<file path="src/hcbd_pkg.sv">
`default_nettype none
// Shared types, constants and helper functions for the chunked body decoder.
package hcbd_pkg;

   localparam int COUNT_WIDTH = 32;
   localparam int HEX_RADIX_BITS = 4;

   localparam logic [7:0] CHAR_LF = 8'h0A;
   localparam logic [7:0] CHAR_CR = 8'h0D;

   localparam logic [1:0] STATUS_BUSY  = 2'd0;
   localparam logic [1:0] STATUS_DONE  = 2'd1;
   localparam logic [1:0] STATUS_ERROR = 2'd2;

   typedef enum logic [7:0] {
      PH_SIZE_LEAD = 8'b0000_0001,
      PH_SIZE_HEX  = 8'b0000_0010,
      PH_SIZE_TAIL = 8'b0000_0100,
      PH_DATA      = 8'b0000_1000,
      PH_DATA_END  = 8'b0001_0000,
      PH_TRAILER   = 8'b0010_0000,
      PH_DONE      = 8'b0100_0000,
      PH_ERROR     = 8'b1000_0000
   } phase_type;

   typedef struct packed {
      logic [7:0] data_byte;
      logic       stream_end;
      logic       body_start;
   } req_type;

   typedef struct packed {
      logic [7:0] payload_byte;
      logic       payload_valid;
      logic [1:0] status;
   } rsp_type;

   typedef struct packed {
      phase_type              phase;
      logic [COUNT_WIDTH-1:0] bytes_left;
      logic                   digit_seen;
      logic                   line_has_content;
   } state_type;

   // Returns a valid flag above the four-bit value of a hex digit.
   function automatic logic [HEX_RADIX_BITS:0] hex_digit(input logic [7:0] c);
      logic [7:0] d;
      logic       ok;
      d  = 8'h00;
      ok = 1'b0;
      if (c inside {[8'h30:8'h39]}) begin
         d  = c - 8'h30;
         ok = 1'b1;
      end else if (c inside {[8'h61:8'h66]}) begin
         d  = c - 8'h57;
         ok = 1'b1;
      end else if (c inside {[8'h41:8'h46]}) begin
         d  = c - 8'h37;
         ok = 1'b1;
      end
      return {ok, d[HEX_RADIX_BITS-1:0]};
   endfunction

   function automatic logic is_space(input logic [7:0] c);
      return (c inside {8'h20, [8'h09:8'h0D]});
   endfunction

endpackage
`default_nettype wire

</file>
<file path="src/http_chunked_body_decoder.sv">
`default_nettype none
// Top level of the HTTP chunked body decoder: state registers and result buffer.
//
//  Channel   Direction  Ports                                  Contents
//  req       in         req_valid, req_ready, req_payload      body byte, end, new body
//  rsp       out        rsp_valid, rsp_ready, rsp_payload      data byte, flag, status
//
// Each request yields exactly one result, registered in the result buffer.
// A new request is taken in every cycle while the result buffer has room; the parse
// state is updated by a single pass of byte compares and a shift-or or decrement on
// the size counter. The two-entry result buffer holds one extra request during a stall.
// Synchronous reset returns the parser to the start of a size line.
module http_chunked_body_decoder (
   input  wire                    clock,
   input  wire                    reset,
   input  wire                    req_valid,
   output logic                   req_ready,
   input  wire hcbd_pkg::req_type req_payload,
   output logic                   rsp_valid,
   input  wire                    rsp_ready,
   output hcbd_pkg::rsp_type      rsp_payload
);

   hcbd_pkg::state_type state_ff, state_in, state_step;
   hcbd_pkg::rsp_type   step_result;
   logic                accept;

   assign accept = req_valid && req_ready;

   hcbd_step u_step (
      .state_cur (state_ff),
      .req       (req_payload),
      .state_nxt (state_step),
      .result    (step_result)
   );

   assign state_in = accept ? state_step : state_ff;

   always_ff @(posedge clock) begin
      if (reset) begin
         state_ff.phase            <= hcbd_pkg::PH_SIZE_LEAD;
         state_ff.bytes_left       <= '0;
         state_ff.digit_seen       <= 1'b0;
         state_ff.line_has_content <= 1'b0;
      end else begin
         state_ff <= state_in;
      end
   end

   hcbd_outbuf u_outbuf (
      .clock       (clock),
      .reset       (reset),
      .load        (accept),
      .load_data   (step_result),
      .can_load    (req_ready),
      .rsp_valid   (rsp_valid),
      .rsp_ready   (rsp_ready),
      .rsp_payload (rsp_payload)
   );

`ifndef ASSERT_OFF
   a_done_holds: assert property (@(posedge clock) disable iff (reset)
      (state_ff.phase == hcbd_pkg::PH_DONE && !(accept && req_payload.body_start))
      |=> state_ff.phase == hcbd_pkg::PH_DONE)
      else $error("Completed body left its final state without a new body.");

   a_error_holds: assert property (@(posedge clock) disable iff (reset)
      (state_ff.phase == hcbd_pkg::PH_ERROR && !(accept && req_payload.body_start))
      |=> state_ff.phase == hcbd_pkg::PH_ERROR)
      else $error("Error state was left without a new body.");

   a_data_count_live: assert property (@(posedge clock) disable iff (reset)
      state_ff.phase == hcbd_pkg::PH_DATA |-> state_ff.bytes_left != '0)
      else $error("Data phase entered with no bytes left to pass.");
`endif

endmodule
`default_nettype wire

</file>
<file path="src/hcbd_step.sv">
`default_nettype none
// Next-state and result logic for one request of the chunked body decoder.
module hcbd_step (
   input  wire hcbd_pkg::state_type state_cur,
   input  wire hcbd_pkg::req_type   req,
   output hcbd_pkg::state_type      state_nxt,
   output hcbd_pkg::rsp_type        result
);

   hcbd_pkg::state_type                        st;
   logic [hcbd_pkg::HEX_RADIX_BITS:0]          hex;
   logic                                       overflow;
   logic [hcbd_pkg::COUNT_WIDTH-1:0]           dec;

   always_comb begin
      if (req.body_start) begin
         st.phase            = hcbd_pkg::PH_SIZE_LEAD;
         st.bytes_left       = '0;
         st.digit_seen       = 1'b0;
         st.line_has_content = 1'b0;
      end else begin
         st = state_cur;
      end
   end

   assign hex = hcbd_pkg::hex_digit(req.data_byte);
   assign overflow = (st.bytes_left[hcbd_pkg::COUNT_WIDTH-1 -: hcbd_pkg::HEX_RADIX_BITS] != '0);
   assign dec = st.bytes_left - {{(hcbd_pkg::COUNT_WIDTH-1){1'b0}}, 1'b1};

   always_comb begin
      state_nxt            = st;
      result.payload_byte  = 8'h00;
      result.payload_valid = 1'b0;
      if (req.stream_end) begin
         case (st.phase)
            hcbd_pkg::PH_SIZE_LEAD, hcbd_pkg::PH_SIZE_HEX, hcbd_pkg::PH_SIZE_TAIL: begin
               state_nxt.phase = (st.digit_seen && st.bytes_left == '0) ?
                                 hcbd_pkg::PH_DONE : hcbd_pkg::PH_ERROR;
            end
            hcbd_pkg::PH_TRAILER: state_nxt.phase = hcbd_pkg::PH_DONE;
            hcbd_pkg::PH_DONE, hcbd_pkg::PH_ERROR: state_nxt.phase = st.phase;
            default: state_nxt.phase = hcbd_pkg::PH_ERROR;
         endcase
      end else begin
         case (st.phase)
            hcbd_pkg::PH_SIZE_LEAD, hcbd_pkg::PH_SIZE_HEX, hcbd_pkg::PH_SIZE_TAIL: begin
               if (req.data_byte == hcbd_pkg::CHAR_LF) begin
                  if (!st.digit_seen) begin
                     state_nxt.phase = hcbd_pkg::PH_ERROR;
                  end else if (st.bytes_left == '0) begin
                     state_nxt.phase            = hcbd_pkg::PH_TRAILER;
                     state_nxt.line_has_content = 1'b0;
                  end else begin
                     state_nxt.phase = hcbd_pkg::PH_DATA;
                  end
               end else if (st.phase == hcbd_pkg::PH_SIZE_TAIL) begin
                  state_nxt.phase = st.phase;
               end else if (!hex[hcbd_pkg::HEX_RADIX_BITS]) begin
                  if (!(st.phase == hcbd_pkg::PH_SIZE_LEAD &&
                        hcbd_pkg::is_space(req.data_byte))) begin
                     state_nxt.phase = hcbd_pkg::PH_SIZE_TAIL;
                  end
               end else if (overflow) begin
                  state_nxt.phase = hcbd_pkg::PH_ERROR;
               end else begin
                  state_nxt.bytes_left =
                     {st.bytes_left[hcbd_pkg::COUNT_WIDTH-hcbd_pkg::HEX_RADIX_BITS-1:0],
                      hex[hcbd_pkg::HEX_RADIX_BITS-1:0]};
                  state_nxt.digit_seen = 1'b1;
                  state_nxt.phase      = hcbd_pkg::PH_SIZE_HEX;
               end
            end
            hcbd_pkg::PH_DATA: begin
               result.payload_byte  = req.data_byte;
               result.payload_valid = 1'b1;
               state_nxt.bytes_left = dec;
               if (dec == '0) begin
                  state_nxt.phase            = hcbd_pkg::PH_DATA_END;
                  state_nxt.line_has_content = 1'b0;
               end
            end
            hcbd_pkg::PH_DATA_END: begin
               if (req.data_byte == hcbd_pkg::CHAR_LF) begin
                  if (st.line_has_content) begin
                     state_nxt.phase = hcbd_pkg::PH_ERROR;
                  end else begin
                     state_nxt.phase            = hcbd_pkg::PH_SIZE_LEAD;
                     state_nxt.bytes_left       = '0;
                     state_nxt.digit_seen       = 1'b0;
                     state_nxt.line_has_content = 1'b0;
                  end
               end else if (req.data_byte != hcbd_pkg::CHAR_CR) begin
                  state_nxt.line_has_content = 1'b1;
               end
            end
            hcbd_pkg::PH_TRAILER: begin
               if (req.data_byte == hcbd_pkg::CHAR_LF) begin
                  if (!st.line_has_content) begin
                     state_nxt.phase = hcbd_pkg::PH_DONE;
                  end
                  state_nxt.line_has_content = 1'b0;
               end else if (req.data_byte != hcbd_pkg::CHAR_CR) begin
                  state_nxt.line_has_content = 1'b1;
               end
            end
            hcbd_pkg::PH_DONE, hcbd_pkg::PH_ERROR: state_nxt.phase = st.phase;
            default: state_nxt.phase = hcbd_pkg::PH_ERROR;
         endcase
      end
      case (state_nxt.phase)
         hcbd_pkg::PH_DONE:  result.status = hcbd_pkg::STATUS_DONE;
         hcbd_pkg::PH_ERROR: result.status = hcbd_pkg::STATUS_ERROR;
         default:            result.status = hcbd_pkg::STATUS_BUSY;
      endcase
   end

endmodule
`default_nettype wire

</file>
<file path="src/hcbd_outbuf.sv">
`default_nettype none
// Result register with a skid stage for the chunked body decoder.
module hcbd_outbuf (
   input  wire                    clock,
   input  wire                    reset,
   input  wire                    load,
   input  wire hcbd_pkg::rsp_type load_data,
   output logic                   can_load,
   output logic                   rsp_valid,
   input  wire                    rsp_ready,
   output hcbd_pkg::rsp_type      rsp_payload
);

   logic              out_valid_ff, out_valid_in;
   hcbd_pkg::rsp_type out_data_ff, out_data_in;
   logic              skid_valid_ff, skid_valid_in;
   hcbd_pkg::rsp_type skid_data_ff, skid_data_in;
   logic              pop;

   assign pop      = out_valid_ff && rsp_ready;
   assign can_load = !skid_valid_ff;

   always_comb begin
      out_valid_in  = out_valid_ff;
      out_data_in   = out_data_ff;
      skid_valid_in = skid_valid_ff;
      skid_data_in  = skid_data_ff;
      if (!out_valid_ff || pop) begin
         if (skid_valid_ff) begin
            out_valid_in  = 1'b1;
            out_data_in   = skid_data_ff;
            skid_valid_in = 1'b0;
         end else begin
            out_valid_in = load;
            out_data_in  = load_data;
         end
      end else if (load) begin
         skid_valid_in = 1'b1;
         skid_data_in  = load_data;
      end
   end

   always_ff @(posedge clock) begin
      if (reset) begin
         out_valid_ff  <= 1'b0;
         skid_valid_ff <= 1'b0;
      end else begin
         out_valid_ff  <= out_valid_in;
         skid_valid_ff <= skid_valid_in;
      end
      out_data_ff  <= out_data_in;
      skid_data_ff <= skid_data_in;
   end

   assign rsp_valid   = out_valid_ff;
   assign rsp_payload = out_data_ff;

`ifndef ASSERT_OFF
   a_skid_behind_out: assert property (@(posedge clock) disable iff (reset)
      skid_valid_ff |-> out_valid_ff)
      else $error("Skid stage holds a request while the result register is empty.");

   a_stall_fills_skid: assert property (@(posedge clock) disable iff (reset)
      (out_valid_ff && !rsp_ready && load) |=> skid_valid_ff)
      else $error("A request loaded during a stall was not kept in the skid stage.");

   a_skid_drains: assert property (@(posedge clock) disable iff (reset)
      (pop && skid_valid_ff) |=> (out_valid_ff && !skid_valid_ff))
      else $error("Skid stage did not move into the result register.");
`endif

endmodule
`default_nettype wire
</file>
<file path="config.mk">
export PLATFORM = sky130hd
export DESIGN_NAME = http_chunked_body_decoder
export DESIGN_NICKNAME = d
export VERILOG_FILES = /design/src/hcbd_pkg.sv /design/src/http_chunked_body_decoder.sv /design/src/hcbd_step.sv /design/src/hcbd_outbuf.sv
export SDC_FILE = /design/constraint.sdc
export NUM_CORES = 1
export LEC_CHECK = 0
export BUFFER_PORTS_ARGS = -buffer_cell sky130_fd_sc_hd__clkbuf_2
export CAP_MARGIN = 0
export CORE_MARGIN = 4
export CORE_UTILIZATION = 40
export DETAILED_ROUTE_END_ITERATION = 8
export GPL_TIMING_DRIVEN = 0
export PLACE_DENSITY = 0.58
export SLEW_MARGIN = 20
export SYNTH_ARGS = -nofsm -noshare
export SYNTH_HDL_FRONTEND = slang
export SYNTH_SLANG_ARGS = --single-unit
</file>
<file path="constraint.sdc">
create_clock -name clock -period 5.5 [get_ports clock]
set_clock_uncertainty 0.2 [all_clocks]
set_input_delay 1.1 -clock clock [delete_from_list [all_inputs] [get_ports clock]]
set_output_delay 1.1 -clock clock [all_outputs]
set_load 0.02 [all_outputs]
</file>
## After elaboration in Yosys (flattened, before gate mapping)

Index checks and enable logic that the tools add are counted.

| storage, ports and cells | value |
|---|---|
| ROM bits | 0 |
| output and inout port bits | 13 |
| memories | 0 |
| bits in latches | 0 |
| RAM bits | 0 |
| register bits | 66 |

| cells by class | value |
|---|---|
| bitwise gates (word level) | 1 |
| multiply operators | 0 |
| shifts and indexed selects | 0 |
| equal/unequal tests | 13 |
| mux-type cells | 44 |
| order comparisons | 8 |
| reductions and logical operators | 19 |
| div/mod/pow operators | 0 |
| add/subtract/negate cells | 4 |

Operators by type and width:

| operator | number |
|---|---|
| 33-bit two-way mux | 4 |
| 8-bit two-way mux | 12 |
| 32-bit case mux with 3 select lines | 1 |
| 34-bit two-way mux | 2 |
| 32-bit logical NOT | 2 |
| 42-bit two-way mux | 1 |
| 41-bit two-way mux | 1 |
| 8-bit case mux with 5 select lines | 1 |
| 32-bit by 1-bit subtractor with 32-bit output, second input constant | 1 |
| 8-bit case mux with 3 select lines | 1 |
| 9-bit two-way mux | 2 |
| 8-bit by 4-bit equality test with 1-bit output, second input constant | 2 |
| 8-bit by 6-bit equality test with 1-bit output, second input constant | 2 |
| 8-bit by 7-bit equality test with 1-bit output, second input constant | 2 |
| 8-bit equality test, second input constant | 2 |
| 8-bit by 7-bit >= comparator with 1-bit output, second input constant | 2 |
| 8-bit by 7-bit less-or-equal comparator with 1-bit output, second input constant | 2 |
| 4-bit two-way mux | 3 |
| 1-bit two-way mux | 11 |
| 11-bit two-way mux | 1 |
| 8-bit by 1-bit equality test with 1-bit output, second input constant | 1 |
| 8-bit by 2-bit equality test with 1-bit output, second input constant | 1 |
| 8-bit by 3-bit equality test with 1-bit output, second input constant | 1 |
| 8-bit by 5-bit equality test with 1-bit output, second input constant | 1 |
| 20 further kinds | 30 |

## Longest topological paths before layout

Gate-level depths: netlist of the first run.

| depth | value |
|---|---|
| depth after elaboration | 13 |
| depth in mapped cells | 15 |
| gate-level depth less buffers | 10 |

## Modules after synthesis

A second synthesis of the first run with hierarchy kept.

| unflattened totals | value |
|---|---|
| cells, all modules | 682 |
| area, all modules | 5519.0 um^2 |

By module, submodules not included:

| module | times used | cells each | seq. area each (um^2) | area each (um^2) |
|---|---|---|---|---|
| hcbd_step | 1 | 447 | 0.0 | 2742.6 |
| http_chunked_body_decoder | 1 | 192 | 840.8 | 1876.8 |
| hcbd_outbuf | 1 | 43 | 700.7 | 899.6 |

## Worst setup path before layout of the first run

OpenSTA, ideal clock, no wires.

| path | value |
|---|---|
| path kind | input -> register |
| from | in req_payload[0] (netlist bit) |
| to | reg state_ff[35] (netlist bit) |
| path buffers | 5 |
| stages on the path | 15 |
| arrival time | 4356 ps |
| slack | 813 ps |
| setup time | 131 ps |
| path through | clkbuf_1 > clkinv_1 > clkbuf_1 > clkbuf_1 > nand2_1 > ha_1 > clkbuf_1 > o21ai_2 > or3_1 > buf_2 > o41ai_2 > a21oi_1 > o41a_1 > nor3_4 > o32ai_1 |

| on the way | value |
|---|---|
| word-level cells in the longest chain between the ends | 9 |
| elaborated cells between the ends (all ways) | 28 |
| those cells by class | 1 x add/sub; 8 x eq/ne; 14 x mux; 5 x reduce/logical |

Ends and longest elaborated chain:

| what | line | text |
|---|---|---|
| from (decl) | http_chunked_body_decoder.sv:18 | `input wire hcbd_pkg::req_type req_payload,` |
| 42-bit two-way mux (*) | hcbd_step.sv:16 | `if (req.body_start) begin` |
| branches (longest 7 deep; another with 32-bit by 1-bit subtractor with 32-bit output) | n/a |  |
| 8-bit two-way mux (*) | hcbd_step.sv:34 | `if (req.stream_end) begin` |
| to (signal assigned) | http_chunked_body_decoder.sv:46 | `state_ff <= state_in;` |
| to (decl) | http_chunked_body_decoder.sv:24 | `hcbd_pkg::state_type state_ff, state_in, state_step;` |

Every way passes the cells marked *.
A chain may end at the register's enable or synchronous reset.

## Worst setup path in the final report of the first run

| path | value |
|---|---|
| from | in req_payload[0] (netlist bit) |
| to | reg state_ff[5] (netlist bit) |

| on the way | value |
|---|---|
| word-level cells in the longest chain between the ends | 8 |
| elaborated cells between the ends (all ways) | 17 |
| those cells by class | 1 x add/sub; 5 x eq/ne; 9 x mux; 2 x reduce/logical |

Ends and longest elaborated chain:

| what | line |
|---|---|
| 42-bit two-way mux (*) | hcbd_step.sv:16 |
| branches (longest 6 deep; another with 32-bit by 1-bit subtractor with 32-bit output) | n/a |
| 34-bit two-way mux (*) | hcbd_step.sv:34 |

Marks and branches as above.

==> run metrics, run 1 <==
Max Slew Vio Count 0; CP Launch Type primary input; Longest Clk Path Bufs 2; max-cap violations 0; HP Start state_ff[1]; Register Area around 0.0015 sq mm; endpoints failing hold 0; Synth Area in Adders ~1.6%; hpwl dp 11.9 mm; Core Region approximately 0.012 sq mm; DR vias/cell ~6.3; Max stage delay on crit path between 500 and 600 ps; slack of the worst reg-to-reg path approximately 1500 ps; site row count 39; Vert. Die Dim between 100 and 150 microns; Buffers on Ports 25; multiplexer area fraction after synthesis 2.30%; clock sinks 66; unrepaired setup endpoints after global routing false; initial core utilization roughly 41%; area of the multi-input gates a little under 0.003 sq mm; Critical path origin req_payload[0]; EDFF count, synth 22; Post-synth ARST share 0%; Chip Width about 120 microns; post-synthesis cell count between 600 and 700; critical path's top delay family buffers and inverters; Peak Freq 189 MHz; largest family of logic cells by synthesized area simple AND/OR/NAND/NOR gates; routability congestion estimate a little over 0.9; worst-margin pin slew approximately 1100 ps; vias in the first global route 4,482; VDD IR max 0.101 mV; syn_area_per_cell approximately 7.7 sq um; Tmin final 5300 ps; Worst Path Required around 5500 ps; Slowest-stage cell, CP o41a_1; worst path cell trace clkbuf_2 > clkbuf_2 > clkinv_2 > clkbuf_2 > buf_2 > nand2_1 > ha_1 > clkbuf_1 > o21ai_2 > or3_1 > buf_2 > o41ai_2 > a21oi_1 > o41a_1 > nor3_4 > o41ai_1; Yosys cell types 73; post-synthesis xor/xnor area fraction 3.11%; DRC Markers 0; total gr overflow 0; PwrDens 243 mW/mm^2; clock latency on the worst-skew pair ~350 ps; clock root buffer clkbuf_16; DRT antenna net count 0; WS Path Type in -> reg; Synth Net Count roughly 640; register area share after synthesis around a third; post-synthesis simple-gate area fraction approximately 29%; slew margin rel. between 20 and 30%; Layout area overhead 12.3%; Lkg Pwr between 1.5 and 2 nW; DRT iter0 DRCs ~590; Cell Area, Placed 0.00510 sq mm; fin nets between 600 and 700; die area ~0.014 sq mm; # fillers about 1,200; number of diodes 0; fraction of layout cells with a size suffix above 1 13.0%; total power roughly 1.3 mW; crit path DAT 5300 ps; DR vias between 5,000 and 6,000; reg2reg end state_ff[5]; Hold Path Class reg -> reg; Post-synth top flop dfxtp_1; largest net degree at the start of global routing 15; number of synthesized register bits 66; setup_tns 0 ps; CP Max Fanout 10; count of warnings emitted by yosys 0; hold path depth 2; # Post-CTS Setup Buffers 0; first-pass GRT wire length between 20 and 30 mm; Pre-antenna DRT Iters 6; crit end category flop; mapped cell area 0.00479 sq mm; I/O Pins 27; CTS tree done; final setup fails 0; CP Buf/Inv Count 7; r2r startpoint state_ff[13]; Reg2Reg Depth 9; initial antenna violation count 0; outcome completed; Hold EP state_ff[1]; H-tree Lvls 3; CTS buffer count 9; ratio of final minimum period to clock period between 90% and 100%; total track usage between 20% and 30%; final instance area about 0.0054 sq mm; wire per inst 20.6 microns; Total Wirelength between 15 and 20 mm; Compound-Gate Fraction of Synth Area between 20% and 30%; Top cell by count, worst path clkbuf_2; Worst-path clk slew about 60 ps
## logic make-up (layout without fill, tap and decap cells)
logic type	after synthesis	after routing
simple gates	270	270
compound gates	187	187
flops	66	66
buf+inv	65	106
xor+xnor	17	17
mux	10	10
fa+ha+maj	6	6
## power breakdown
group | switching, mW | internal [mW] | total, mW | leakage, nW
logic | 0.158 | 0.0733 | 0.231 | 1.28
registers | 0.00785 | 0.517 | 0.525 | 0.566
clock network | 0.245 | 0.308 | 0.553 | 0.132
## cell type report
class	count	area share (%)
Buffer	53	4.34
Clock inverter	7	1.02
Multi-Input combinational cell	490	55.3
Tap cell	143	3.32
Clock buffer	9	4.18
Sequential cell	66	28.6
Inverter	12	0.859
Timing Repair Buffer	25	2.32
## per-layer routing
| layer | part of all wire, % | global-route usage [%] | up-vias |
|---|---|---|---|
| met5 | 0 | 0 | - |
| met4 | 2.1 | 7.69 | 0 |
| met3 | 7.7 | 4.04 | 26 |
| met2 | 42 | 32.4 | 220 |
| met1 | 49 | 36.1 | 2426 |
| li1 | - | - | 2386 |
## registers in the layout (all words and copies together), names as in the netlist
signal                  flops
u_outbuf.rsp_valid          1
state_ff                   42
u_outbuf.rsp_payload       11
u_outbuf.skid_valid_ff      1
u_outbuf.skid_data_ff      11
## synthesized netlist by cell type, drive strengths merged (9+ instances only)
library cell   n  area (sq um)
clkbuf        39           148
or4           11          86.3
xnor2          9          78.8
edfxtp        22           661
nor2          75           282
or3           10          62.6
nor4          19           164
nor3          26           151
nand3         15          75.1
nor2b         11          68.8
buf           14          80.1
inv           11          41.3
a22oi         22           165
nand4          9          62.6
nand2         63           236
o21ai         52           264
dfxtp         44           881
a21oi         36           180
and2           9          56.3
## how the worst max path moves through the flow
stage / end / slack (ps) / cells after the start
finish: state_ff[5] / 200 / 16
floorplan: state_ff[35] / 810 / 15
detailed placement: state_ff[35] / -690 / 16
global placement: state_ff[5] / -700 / 16
CTS: state_ff[5] / 80 / 16
global route: state_ff[5] / 6 / 16
## cells in the final DEF (no fill, tap or decap), types with 9 or more instances in the layout
cell       synthesis  routed
nor2_1            75      75
nand2_1           63      63
o21ai_0           49      49
dfxtp_1           44      44
a21oi_1           36      36
clkbuf_1          38      34
clkbuf_2           1      30
nor3_1            23      23
a22oi_1           22      22
edfxtp_1          22      22
nor4_1            16      16
nand3_1           15      15
nor2b_1           11      11
buf_2             10      11
inv_1             10      10
or3_1             10      10
or4_1             10      10
xnor2_1            9       9
clkbuf_16          0       9
## what timing repair did
action	4_1_cts	5_1_grt
pin swaps	0	0
setup endpoints to repair	15	11
resized for setup	4	4
cloned	0	0
hold buffers	0	0
## tightest hold or removal path, delay by kind of cell (launching register included)
family | cells | cell delay [ps]
and+or+nand+nor | 1 | 90
DFF | 1 | 310
AOI/OAI and AO/OA | 1 | 50
## per-stage QoR
stage	instances	hold slack, ps	util (%)	worst slack, ps
final	805	298	46.6	205
after floorplan	621	274	-	813
after global routing	805	358	46.6	6.33
after global placement	789	285	44.1	-696
after detailed placement	789	292	44.1	-687
after CTS	805	300	46.6	77.9
No activity file was read; power rests on OpenSTA's default activity.
==> run 2, diff against run 1 <==
BUFFER_PORTS_ARGS = default   (was -buffer_cell sky130_fd_sc_hd__clkbuf_2)
DONT_BUFFER_PORTS = 1   (was default)
PLACE_DENSITY = 0.56   (was 0.58)
==> run 2 against run 1 <==
  * Clock power down 2%
  * Largest power group unchanged
  * Sequential power up 2%
  * Largest cell class unchanged
  * Critical endpoint is now state_ff[35]
  * Critical path depth down 1
==> run metrics, run 2 (same netlist as run 1, synthesis figures left out) <==
# fillers roughly 1,200; PwrDens around 240 mW/mm^2; CTS tree done; clock sinks 66; Biggest register state_ff; Longest Clk Path Bufs 2; critical path's top delay family buffers and inverters; DR vias/cell around 6.4; Final WS setup ~240 ps; setup_tns 0 ps; Max Used Layer met4; site row count 39; commonest non-fill, non-tap cell in the layout nor2_1; hold path depth 2; Pre-antenna DRT Iters 5; Reg2Reg Depth 9; worst-margin pin slew approximately 950 ps; total power around 1.3 mW; ratio of final minimum period to clock period 95.7%; CTS buffer count 9; slew margin rel. between 30% and 40%; clock latency on the worst-skew pair between 300 and 400 ps; met2 wire len 7.80 mm; initial antenna violation count 0; Total Wirelength 17.0 mm; final instance area approximately 0.0053 sq mm; Core Region between 0.01 and 0.015 sq mm; CP Launch Type primary input; fraction of layout cells with a size suffix above 1 about 9.3%; unrepaired setup endpoints after global routing false; routability congestion estimate ~0.97; Tmin final 5260 ps; Worst-path clk slew ~60 ps; DR vias 5,000; max-cap violations 0; fin nets approximately 650; CP Max Fanout 10; Met3 Wirelength around 1.1 mm; crit end category flop; total gr overflow 0; Hold Path Class reg -> reg; Cell Area, Placed 0.00497 sq mm; final core occ 45.4%; WS Path Type in -> reg; post-cts hold buffer count 0; DRT iter0 DRCs approximately 550; vias in the first global route 4,578; WL met1 7.54 mm; wire per inst roughly 22 microns; Max Slew Vio Count 0; Register Area between 0.0015 and 0.002 sq mm; largest net degree at the start of global routing 15; Lkg Pwr 1.87 nW; # Post-CTS Setup Buffers 0; VDD IR max between 0.1 and 0.15 mV; number of diodes 0; Peak Freq around 190 MHz; max reg flops 42; H-tree Lvls 3; WP depth 15; slack of the worst reg-to-reg path ~1500 ps; outcome completed; crit path DAT ~5300 ps; Slowest-stage cell, CP o41a_1; Max stage delay on crit path roughly 580 ps; DRT antenna net count 0; hpwl dp 12.1 mm; initial core utilization between 40% and 50%; total track usage between 20% and 30%; area of the multi-input gates 0.00298 sq mm; worst path cell trace clkbuf_2 > clkinv_2 > clkbuf_1 > clkbuf_2 > nand2_1 > ha_1 > clkbuf_1 > o21ai_2 > or3_1 > buf_2 > o41ai_2 > a21oi_1 > o41a_1 > nor3_4 > o32ai_1; final setup fails 0; Layout area overhead 9.58%; non-filler cells, final between 700 and 800; Vert. Die Dim 117 microns; Buffers on Ports 0; clock root buffer clkbuf_16; die area 0.0138 sq mm; I/O Pins 27; CP Buf/Inv Count 6; dpl cells about 760; Chip Width roughly 120 microns; endpoints failing hold 0; Worst Path Required about 5500 ps; worst hold slack about 300 ps; post-place setup slack -579 ps; most frequent cells in the layout nor2_1, nand2_1, o21ai_0; first-pass GRT wire length about 27 mm; DRC Markers 0
## run 2: area by class of cell
type | count | area share [%]
clock buffers | 10 | 4.36
flip-flops and latches | 66 | 29.3
inverters | 12 | 0.881
well taps | 143 | 3.41
plain buffers | 53 | 4.41
multi-input cells | 490 | 56.8
clock inverters | 6 | 0.834
## run 2: worst paths after layout
kind,startpoint,endpoint
worst max-delay path,req_payload[0],state_ff[35]
worst max register to register,state_ff[13],state_ff[35]
worst min register to register,state_ff[1],state_ff[1]
worst min-delay path,state_ff[1],state_ff[1]
## run 2: what timing repair did
item                                    CTS  global route
endpoints found under the setup margin   10             8
pin swaps                                 0             0
gates resized for setup                   3             2
## run 2: per-layer routing
layer	track usage, %	vias to the layer above
li1	-	2334
met1	33.2	2415
met2	38.8	211
met3	3.94	40
met4	11.4	0
met5	0	-
## run 2: worst register-to-register path: cells and delay by family, from the launching register on
family	cells	cell delay (ps)
and+or+nand+nor	5	2390
xor gates and xnor gates	1	150
buffers and inverters	1	160
DFF	1	290
AOI/OAI and AO/OA	2	680
## run 2: report_power, final
group	total (mW)	internal (mW)	switching (mW)
Sequential	0.534	0.518	0.0161
Clock	0.542	0.306	0.236
Combinational	0.209	0.0665	0.143
